[config.mk]
export PLATFORM = sky130hd
export DESIGN_NAME = dpm_ram
export DESIGN_NICKNAME = d
export VERILOG_FILES = /design/src/dpm_ram.sv
export SDC_FILE = /design/constraint.sdc
export NUM_CORES = 1
export LEC_CHECK = 0
export BUFFER_PORTS_ARGS = -buffer_cell sky130_fd_sc_hd__buf_2
export CORE_MARGIN = 3
export CORE_UTILIZATION = 65
export DETAILED_ROUTE_END_ITERATION = 8
export PLACE_DENSITY = 0.88
export SLEW_MARGIN = 25
export SYNTH_ARGS = -nofsm -noshare
export SYNTH_HDL_FRONTEND = slang
export SYNTH_SLANG_ARGS = --single-unit
[constraint.sdc]
create_clock -name clk -period 3.8 [get_ports clk]
set_clock_uncertainty 0.2 [all_clocks]
set_input_delay 0.38 -clock clk [delete_from_list [all_inputs] [get_ports clk]]
set_output_delay 0.38 -clock clk [all_outputs]
set_load 0.02 [all_outputs]
[src/dpm_ram.sv]
// Generic single-write, single-read RAM with registered read data.
`timescale 1ns / 1ps

module dpm_ram #(
  parameter int WIDTH = 8,
  parameter int DEPTH = 64,
  localparam int AW = (DEPTH > 1) ? $clog2(DEPTH) : 1
) (
  input  logic             clk,
  input  logic             wr_en,
  input  logic [AW-1:0]    wr_addr,
  input  logic [WIDTH-1:0] wr_data,
  input  logic [AW-1:0]    rd_addr,
  output logic [WIDTH-1:0] rd_data
);
  logic [WIDTH-1:0] mem [DEPTH];

  always_ff @(posedge clk) begin
    if (wr_en) begin
      mem[wr_addr] <= wr_data;
    end
    rd_data <= mem[rd_addr];
  end
endmodule

# Word-level counts from Yosys, hierarchy flattened
# Memories as Yosys holds them, arrays and structs flattened. A register that Yosys moved wholly into a read port is not among the register bits.
# Cells that the tools add are included.
# Widths: inputs -> output; s select.
[totals] regBits=0 latch_bits=0 ram_bits=512 mem_bits_ro=0 inputBits=22 out_inout_bits=8 elab_cells=3 n_memories=1
[memory_table] name="mem" depth=64 width=8 rd=1 rd_clocked_by_memory_dff=1 write_ports=1 line="16" text="logic [WIDTH-1:0] mem [DEPTH];"
[op_classes] addsub=0 mul=0 n_div=0 magnitude_cmp=0 eq_ne=0 shifts=0 mux=2 bitwise_logic=0 n_reduce_logical=0
[op_table] cell="$mux 1" count=2

# Logic depth before layout (Yosys ltp)
# Gate-level depths: netlist (run 1).
[depth] depth_word=2 mapped_depth=9 mapped_depth_nobuf=5

# Least setup slack after synthesis (run 1)
# Ideal clock, no wire load.
[synth_timing] path_kind="input port to flip-flop" start="input port rd_addr[1]" end="register rd_data[3] (read register of mem)" setup_ns=0.128 arrival_ns=1.920 t_required_ns=3.472 setup_slack_ns=1.552 path_stages=7 n_path_buf=3 path_cell_list="buf_4 buf_2 buf_2 mux4_2 mux4_2 o21ai_1 o41ai_1"
[synth_rtl] item="start, declared" line="13" text="input logic [AW-1:0] rd_addr,"
[synth_rtl] item="end, declared" line="14" text="output logic [WIDTH-1:0] rd_data"

==> implementation parameters, run 1 <==
Parameter                              Value

Global routing
  Initial antenna violation count ... 3
  Largest net degree at the start of global routing ... 65
  Global route overflow ... 0
  Total global routing track utilization ... 30.2%
  First-pass GRT wire length ... 72.6 mm
  Vias in the first global route ... 10546

Floorplanning
  Area of the die ... 0.0332 mm2
  Number of core rows ... 63
  Die Span Y ... 182 um
  I/O pin cnt ... 30
  Floorplan die width ... 182 um
  Total core area ... 0.0301 mm2
  Starting density of the core ... 67.0%

Status
  Run status ... completed

Yosys
  Netlist area before placement ... 0.0202 mm2
  Post-Synthesis Net Count ... 962
  EDFF count, synth ... 512
  Syn Inst Count ... 940
  Synth warnings ... 0
  Number of different library cells in the post-synthesis netlist ... 40
  Fraction of registers with async set or reset after synthesis ... 0%
  Average cell area after synthesis ... 21.5 um2
  Flop and latch count out of synthesis ... 520
  Primary FF master, synth ... sky130_fd_sc_hd__edfxtp_1
  Part of the Yosys area used for sequential elements ... 77.0%

Critical path
  Type of the setup path with the least slack ... primary input to flop
  Cell-by-cell trace of the critical path ... clkbuf_8 -> buf_12 -> buf_4 -> mux4_2 -> a2111oi_0 -> o41ai_1
  Worst endpoint required time ... 3.98 ns
  Critical path data arrival time ... 2.93 ns
  Startpoint type of the worst setup path ... primary input
  Worst-case register-to-register setup slack ... 1.14 ns
  Maximum single-stage delay on the critical path ... 0.98 ns
  CP endpoint kind ... flop
  Top fanout value on the critical path ... 27
  Slowest library cell on the worst path ... sky130_fd_sc_hd__a2111oi_0

Power and ir drop
  Power per cell area ... 519 mW/mm2
  Worst IR Drop VDD ... 0.000375 V
  Static Leak ... 6.91 nW

Detailed routing
  Avg Vias per Cell ... 7.49
  Antenna violation net count after detailed routing ... 0
  Total via count in the routed design ... 10581
  Detailed-routing iteration count for the pre-antenna-repair pass ... 6
  Total wire length after detailed routing ... 48.8 mm
  Post-detailed-route DRC marker count ... 0
  Detailed Route Iter0 Violations ... 2119
  Average wire per cell in the routed design ... 34.5 um

Cells and area
  Number of nets in the layout ... 1010
  Post-layout instance area ... 0.0222 mm2
  Growth of design area from synthesis to finish ... 9.90%
  Proportion of layout cells with a drive suffix above 1 ... 24.8%
  Fill count ... 1502
  Antenna cell count ... 0

Clock tree
  Root buffer cell ... sky130_fd_sc_hd__clkbuf_16
  Total clock sinks ... 520
  Number of buffers on the longest clock path ... 3
  Setup repair bufs after CTS ... 0
  Clock transition at path regs ... 0.07 ns
  Clock latency at the later pin of the worst-skew pair ... 0.55 ns
  Number of gates resized after cts ... 0
  Total of hold buffers inserted after clock tree synthesis ... 0
  Total CTS buffers ... 48
  Clock tree from TritonCTS ... built
  Number of H-tree levels ... 2

Timing
  Setup_tns ... 0 ns
  Worst Max-Slew Pin Slew ... 1.09 ns
  Fmax achieved ... 0.363 GHz
  RSZ-0062 raised after global routing ... false
  Final max-slew violation count ... 0
  Endpoints failing hold ... 0
  Final period util ... 72.5%
  Relative slew slack ... 25.3%
  Time the final worst path needs with I/O delays and setup ... 2.75 ns
  Setup violations, final ... 0

Place
  HPWL Detailed ... 27.1 mm
  Placed cell areas ... 0.0207 mm2
  Gpl congestion ... 0.833
  Port Buffer Count ... 29

Min path
  Worst hold path type ... primary input to flop

Job
  MaxCap Viol Count ... 0
[path summary, 6_finish.rpt]
check,start,cells after the start,endpoint
max,rd_addr[0],6,rd_data[3]$_DFF_P_
max reg2reg,mem[47][2]$_DFFE_PP_,4,rd_data[2]$_DFF_P_
min reg2reg,mem[30][6]$_DFFE_PP_,3,rd_data[6]$_DFF_P_
min,rd_addr[5],3,rd_data[1]$_DFF_P_
[Yosys cell counts (3+ instances only)]
cell type                   instances  share of area (%)
sky130_fd_sc_hd__o2bb2ai_1          3               0.13
sky130_fd_sc_hd__nand2_1           19               0.35
sky130_fd_sc_hd__edfxtp_1         512                 76
sky130_fd_sc_hd__o2111ai_1          3               0.13
sky130_fd_sc_hd__clkbuf_1          17               0.32
sky130_fd_sc_hd__buf_2             11               0.27
sky130_fd_sc_hd__mux4_2           126                 14
sky130_fd_sc_hd__nand2b_1           7               0.22
sky130_fd_sc_hd__mux2i_1           23                1.1
sky130_fd_sc_hd__nor3_1             7               0.17
sky130_fd_sc_hd__nor2_1            83                1.5
sky130_fd_sc_hd__a21oi_1            3              0.074
sky130_fd_sc_hd__a22oi_1            3               0.11
sky130_fd_sc_hd__nor2b_1           14               0.43
sky130_fd_sc_hd__dfxtp_1            8               0.79
sky130_fd_sc_hd__nand3_1           13               0.32
sky130_fd_sc_hd__a221oi_1           6               0.26
sky130_fd_sc_hd__o221ai_1           8               0.35
sky130_fd_sc_hd__a211oi_1           4               0.15
sky130_fd_sc_hd__buf_1              4              0.074
sky130_fd_sc_hd__o22ai_1            8               0.25
sky130_fd_sc_hd__mux2_2            13               0.73
sky130_fd_sc_hd__nand3b_1           3               0.11
sky130_fd_sc_hd__buf_4             13               0.48
sky130_fd_sc_hd__buf_6              4               0.22
[where the power goes]
| part | switching (W) | leakage, nW | internal, W |
|---|---|---|---|
| Clock | 0.00199 | 0.711 | 0.00252 |
| Sequential | 0.0000281 | 4.67 | 0.00635 |
| Combinational | 0.000398 | 1.52 | 0.000222 |
[state kept, by name (all words and copies together) (netlist names)]
| signal | cells |
|---|---|
| mem | 512 |
| rd_data | 8 |
[layout by cell type (no fill, tap or decap), drive strengths merged, types with 2 or more instances in the layout]
master,instances
o41ai,2
o2bb2ai,3
mux2i,23
buf,48
nand3b,3
o2111ai,3
dfxtp,8
a211oi,4
nand2,19
clkbuf,65
nand3,13
edfxtp,512
clkinv,19
bufinv,2
o221ai,8
a221oi,6
o21ai,4
o22ai,8
o21a,2
nor4,2
a21oi,3
nor2,83
mux4,126
o221a,2
mux2,13
a2111oi,2
a22oi,3
nor3,7
o32ai,2
nor2b,14
nand2b,7
nand4,2
[critical path, delay by kind of cell]
| kind | cells | cell delay (ns) |
|---|---|---|
| AO/OA/AOI/OAI | 2 | 1.16 |
| multiplexers | 1 | 0.51 |
| buffers and inverters | 3 | 0.87 |
[cell type report]
class / count / area, um2 / share of cell area [%]
clock inverter: 21 / 145 / 0.655
clock buffer: 64 / 1290 / 5.83
timing repair buffer: 49 / 384 / 1.73
tap: 390 / 488 / 2.20
sequential: 520 / 15500 / 70.1
multi-input combinational: 369 / 4320 / 19.5
[cell families (layout without fill, tap and decap cells)]
kind of cell,after synthesis,after routing,synth area share (%)
compound gates,54,54,2.07
simple gates,153,153,3.39
buf+inv,51,134,1.57
mux,162,162,15.9
flops,520,520,77.0
[per-layer routing]
layer / vias to the layer above / routed length (um) / global-route usage, %
met5: - / 29 / 0
met4: 4 / 2530 / 12.4
met3: 217 / 6480 / 6.22
met2: 1056 / 23000 / 46.6
met1: 5290 / 16700 / 43.8
li1: 4014 / - / -
[through the flow]
step           hold slack (ns)  instances  power (W)  utilization, %  worst slack, ns
4_1_cts                 0.0493       1413     0.0115            73.5             1.03
3_5_place_dp             0.622       1328    0.00709            68.8            0.577
6_report                0.0979       1413     0.0115            73.6             1.05
3_3_place_gp             0.609       1327    0.00705            68.7            0.749
2_1_floorplan            0.279        940    0.00683               -             1.55
5_1_grt                 0.0810       1413     0.0118            73.6             1.03
Power figures use the tool's default switching activity.
==> inputs of run 2 (changes only) <==
Settings changed: CORE_UTILIZATION 65 to 56, PLACE_DENSITY 0.88 to 0.81.
Clock period 3.8 ns to 2.24 ns, I/O delays scaled along.
==> implementation parameters, run 2 (synthesis results as in run 1) <==
Parameter                              Value

Status
  Run status ... completed (unchanged)

Global routing
  First-pass GRT wire length ... 69.5 mm (was 72.6 mm)
  Largest net degree at the start of global routing ... 65 (unchanged)
  Initial antenna violation count ... 1 (was 3)
  Vias in the first global route ... 10836 (was 10546)
  Total global routing track utilization ... 24.4% (was 30.2%)
  Global route overflow ... 0 (unchanged)

Critical path
  CP endpoint kind ... flop (unchanged)
  Start of the worst register-to-register path ... mem[21][6]$_DFFE_PP_ (was mem[47][2]$_DFFE_PP_)
  Top fanout value on the critical path ... 1 (was 27)
  Endpoint of the most critical register-to-register path ... rd_data[6]$_DFF_P_ (was rd_data[2]$_DFF_P_)
  Worst endpoint required time ... 2.48 ns (was 3.98 ns)
  Startpoint type of the worst setup path ... flop (was primary input)
  Depth of the most critical reg-to-reg path ... 6 (was 4)
  Critical path data arrival time ... 2.44 ns (was 2.93 ns)
  Type of the setup path with the least slack ... flop to flop (was primary input to flop)
  Worst-case register-to-register setup slack ... 0.04 ns (was 1.14 ns)

Floorplanning
  Number of core rows ... 68 (was 63)
  I/O pin cnt ... 30 (unchanged)
  Starting density of the core ... 57.5% (was 67.0%)
  Floorplan die width ... 196 um (was 182 um)
  Die Span Y ... 196 um (was 182 um)
  Area of the die ... 0.0383 mm2 (was 0.0332 mm2)
  Total core area ... 0.0351 mm2 (was 0.0301 mm2)

Clock tree
  Root buffer cell ... sky130_fd_sc_hd__clkbuf_16 (unchanged)
  Total CTS buffers ... 50 (was 48)
  Clock tree from TritonCTS ... built (unchanged)
  Number of H-tree levels ... 2 (unchanged)
  Clock latency at the later pin of the worst-skew pair ... 0.57 ns (was 0.55 ns)
  Number of buffers on the longest clock path ... 3 (unchanged)
  Clock transition at path regs ... 0.06 ns (was 0.07 ns)
  Total clock sinks ... 520 (unchanged)

Timing
  Fmax achieved ... 0.455 GHz
  Setup violations, final ... 0 (unchanged)
  Final period util ... 98.2%
  Final max-slew violation count ... 0 (unchanged)
  Endpoints failing hold ... 0 (unchanged)
  Worst Max-Slew Pin Slew ... 0.683 ns (was 1.09 ns)
  Relative slew slack ... 54.5% (was 25.3%)
  Time the final worst path needs with I/O delays and setup ... 2.20 ns
  Worst Slack Setup Final ... 0.0401 ns (was 1.05 ns)
  RSZ-0062 raised after global routing ... false (unchanged)

Cells and area
  Largest reg by FF count ... mem (unchanged)
  Number of nets in the layout ... 1138 (was 1010)
  Leading registers by flop count ... mem (512), rd_data (8) (unchanged)
  Most common cell after layout, fill and taps aside ... sky130_fd_sc_hd__edfxtp_1 (unchanged)
  Growth of design area from synthesis to finish ... 17.1% (was 9.90%)
  Count of non-filler cells in the finished layout ... 1613 (was 1413)
  Proportion of layout cells with a drive suffix above 1 ... 33.6% (was 24.8%)
  Commonest cells after routing, fill and taps aside ... sky130_fd_sc_hd__edfxtp_1 (512), sky130_fd_sc_hd__buf_4 (130), sky130_fd_sc_hd__mux4_2 (126) (was sky130_fd_sc_hd__edfxtp_1 (512), sky130_fd_sc_hd__mux4_2 (126), sky130_fd_sc_hd__nor2_1 (82))
  Final Core Density ... 67.3% (was 73.6%)
  Largest register FFs ... 512 (unchanged)

Place
  Gpl congestion ... 0.844 (was 0.833)
  HPWL Detailed ... 28.0 mm (was 27.1 mm)
  Worst setup slack before clock tree synthesis ... -0.258 ns (was 0.577 ns)
  Placed cell count ... 1514 (was 1328)
  Port Buffer Count ... 29 (unchanged)

Power and ir drop
  Power per cell area ... 880 mW/mm2 (was 519 mW/mm2)
  Static Leak ... 7.73 nW (was 6.91 nW)
  Total power ... 0.0208 W (was 0.0115 W)
  Worst IR Drop VDD ... 0.000799 V (was 0.000375 V)

Detailed routing
  Total via count in the routed design ... 10372 (was 10581)
  Detailed Route Iter0 Violations ... 1282 (was 2119)
  Antenna violation net count after detailed routing ... 0 (unchanged)
  Detailed-routing iteration count for the pre-antenna-repair pass ... 7 (was 6)
  Average wire per cell in the routed design ... 28.3 um (was 34.5 um)
  Post-detailed-route DRC marker count ... 0 (unchanged)
  Avg Vias per Cell ... 6.43 (was 7.49)
  Total wire length after detailed routing ... 45.6 mm (was 48.8 mm)

Job
  MaxCap Viol Count ... 0 (unchanged)

Min path
  Worst hold path stage count ... 1 (was 3)
  Worst hold path type ... primary input to flop (unchanged)
  Worst Hold Path EP ... mem[21][3]$_DFFE_PP_ (was rd_data[1]$_DFF_P_)
  Start point of the worst min-delay path ... wr_data[3] (was rd_addr[5])
==> run 2: cell count changes in the layout (fill, tap and decap cells not counted), sizes merged, moves of 2 or more <==
cell | before | now
clkbuf | 65 | 57
clkinv | 19 | 24
buf | 48 | 169
clkinvlp | 0 | 2
bufinv | 2 | 10
dlygate4sd3 | 0 | 5
==> run 2: timing repair <==
action / CTS / global route
hold buffers: 5 / 0
endpoints found under the setup margin: 1 / 1
pin swaps: 1 / 1
hold endpoints to repair: 196 / 0
gates resized for setup: 2 / 2
buffers inserted: 0 / 0
==> run 2: per-layer routing <==
layer,GRT usage (%),part of all wire (%),vias to the layer above
met3,4.36,9.4,125
met4,8.11,3.4,2
met2,39.8,50,610
met1,34.1,37,5355
li1,-,-,4280
met5,0,0.028,-
==> run 2: worst max-delay path, cell delays in order (launching register included) <==
cell,delay [ns]
sky130_fd_sc_hd__edfxtp_1,0.39
sky130_fd_sc_hd__mux4_2,0.49
sky130_fd_sc_hd__mux2_2,0.29
sky130_fd_sc_hd__o221a_2,0.32
sky130_fd_sc_hd__nor3_4,0.18
sky130_fd_sc_hd__buf_4,0.14
sky130_fd_sc_hd__o32ai_1,0.07
==> run 2: power by group <==
| part | leakage (nW) | total (W) | internal (W) | switching, W |
|---|---|---|---|---|
| Combinational | 2.21 | 0.00114 | 0.000476 | 0.000660 |
| Sequential | 4.67 | 0.0108 | 0.0108 | 0.0000349 |
| Clock | 0.847 | 0.00884 | 0.00532 | 0.00353 |
==> run 2: stage by stage <==
| stage | hold slack (ns) | cell area [um2] | TNS, ns |
|---|---|---|---|
| floorplan | 0.123 | 20200 | 0 |
| global placement | 0.377 | 21800 | -1.31 |
| detailed placement | 0.373 | 21800 | -1.57 |
| CTS | 0.00410 | 23600 | 0 |
| global route | 0.0399 | 23600 | 0 |
| finish | 0.00943 | 23600 | 0 |
==> run 2: worst max-delay path by stage <==
stage	cells past startpoint	from	slack (ns)	to
after detailed placement	7	rd_addr[0]	-0.26	rd_data[6]$_DFF_P_
after global placement	7	rd_addr[0]	-0.24	rd_data[6]$_DFF_P_
after CTS	6	mem[29][4]$_DFFE_PP_	0.009	rd_data[4]$_DFF_P_
final	6	mem[21][6]$_DFFE_PP_	0.04	rd_data[6]$_DFF_P_
after global routing	6	mem[29][4]$_DFFE_PP_	0.01	rd_data[4]$_DFF_P_
after floorplan	7	rd_addr[1]	0.15	rd_data[3]$_DFF_P_
==> run 2: final cells by class <==
type | instances | area (um2)
tap | 455 | 569
clock buffer | 56 | 1290
antenna | 1 | 2.50
timing repair buffer | 175 | 1430
multi-input combinational | 369 | 4340
fill | 2111 | 11400
clock inverter | 37 | 440
sequential | 520 | 15500
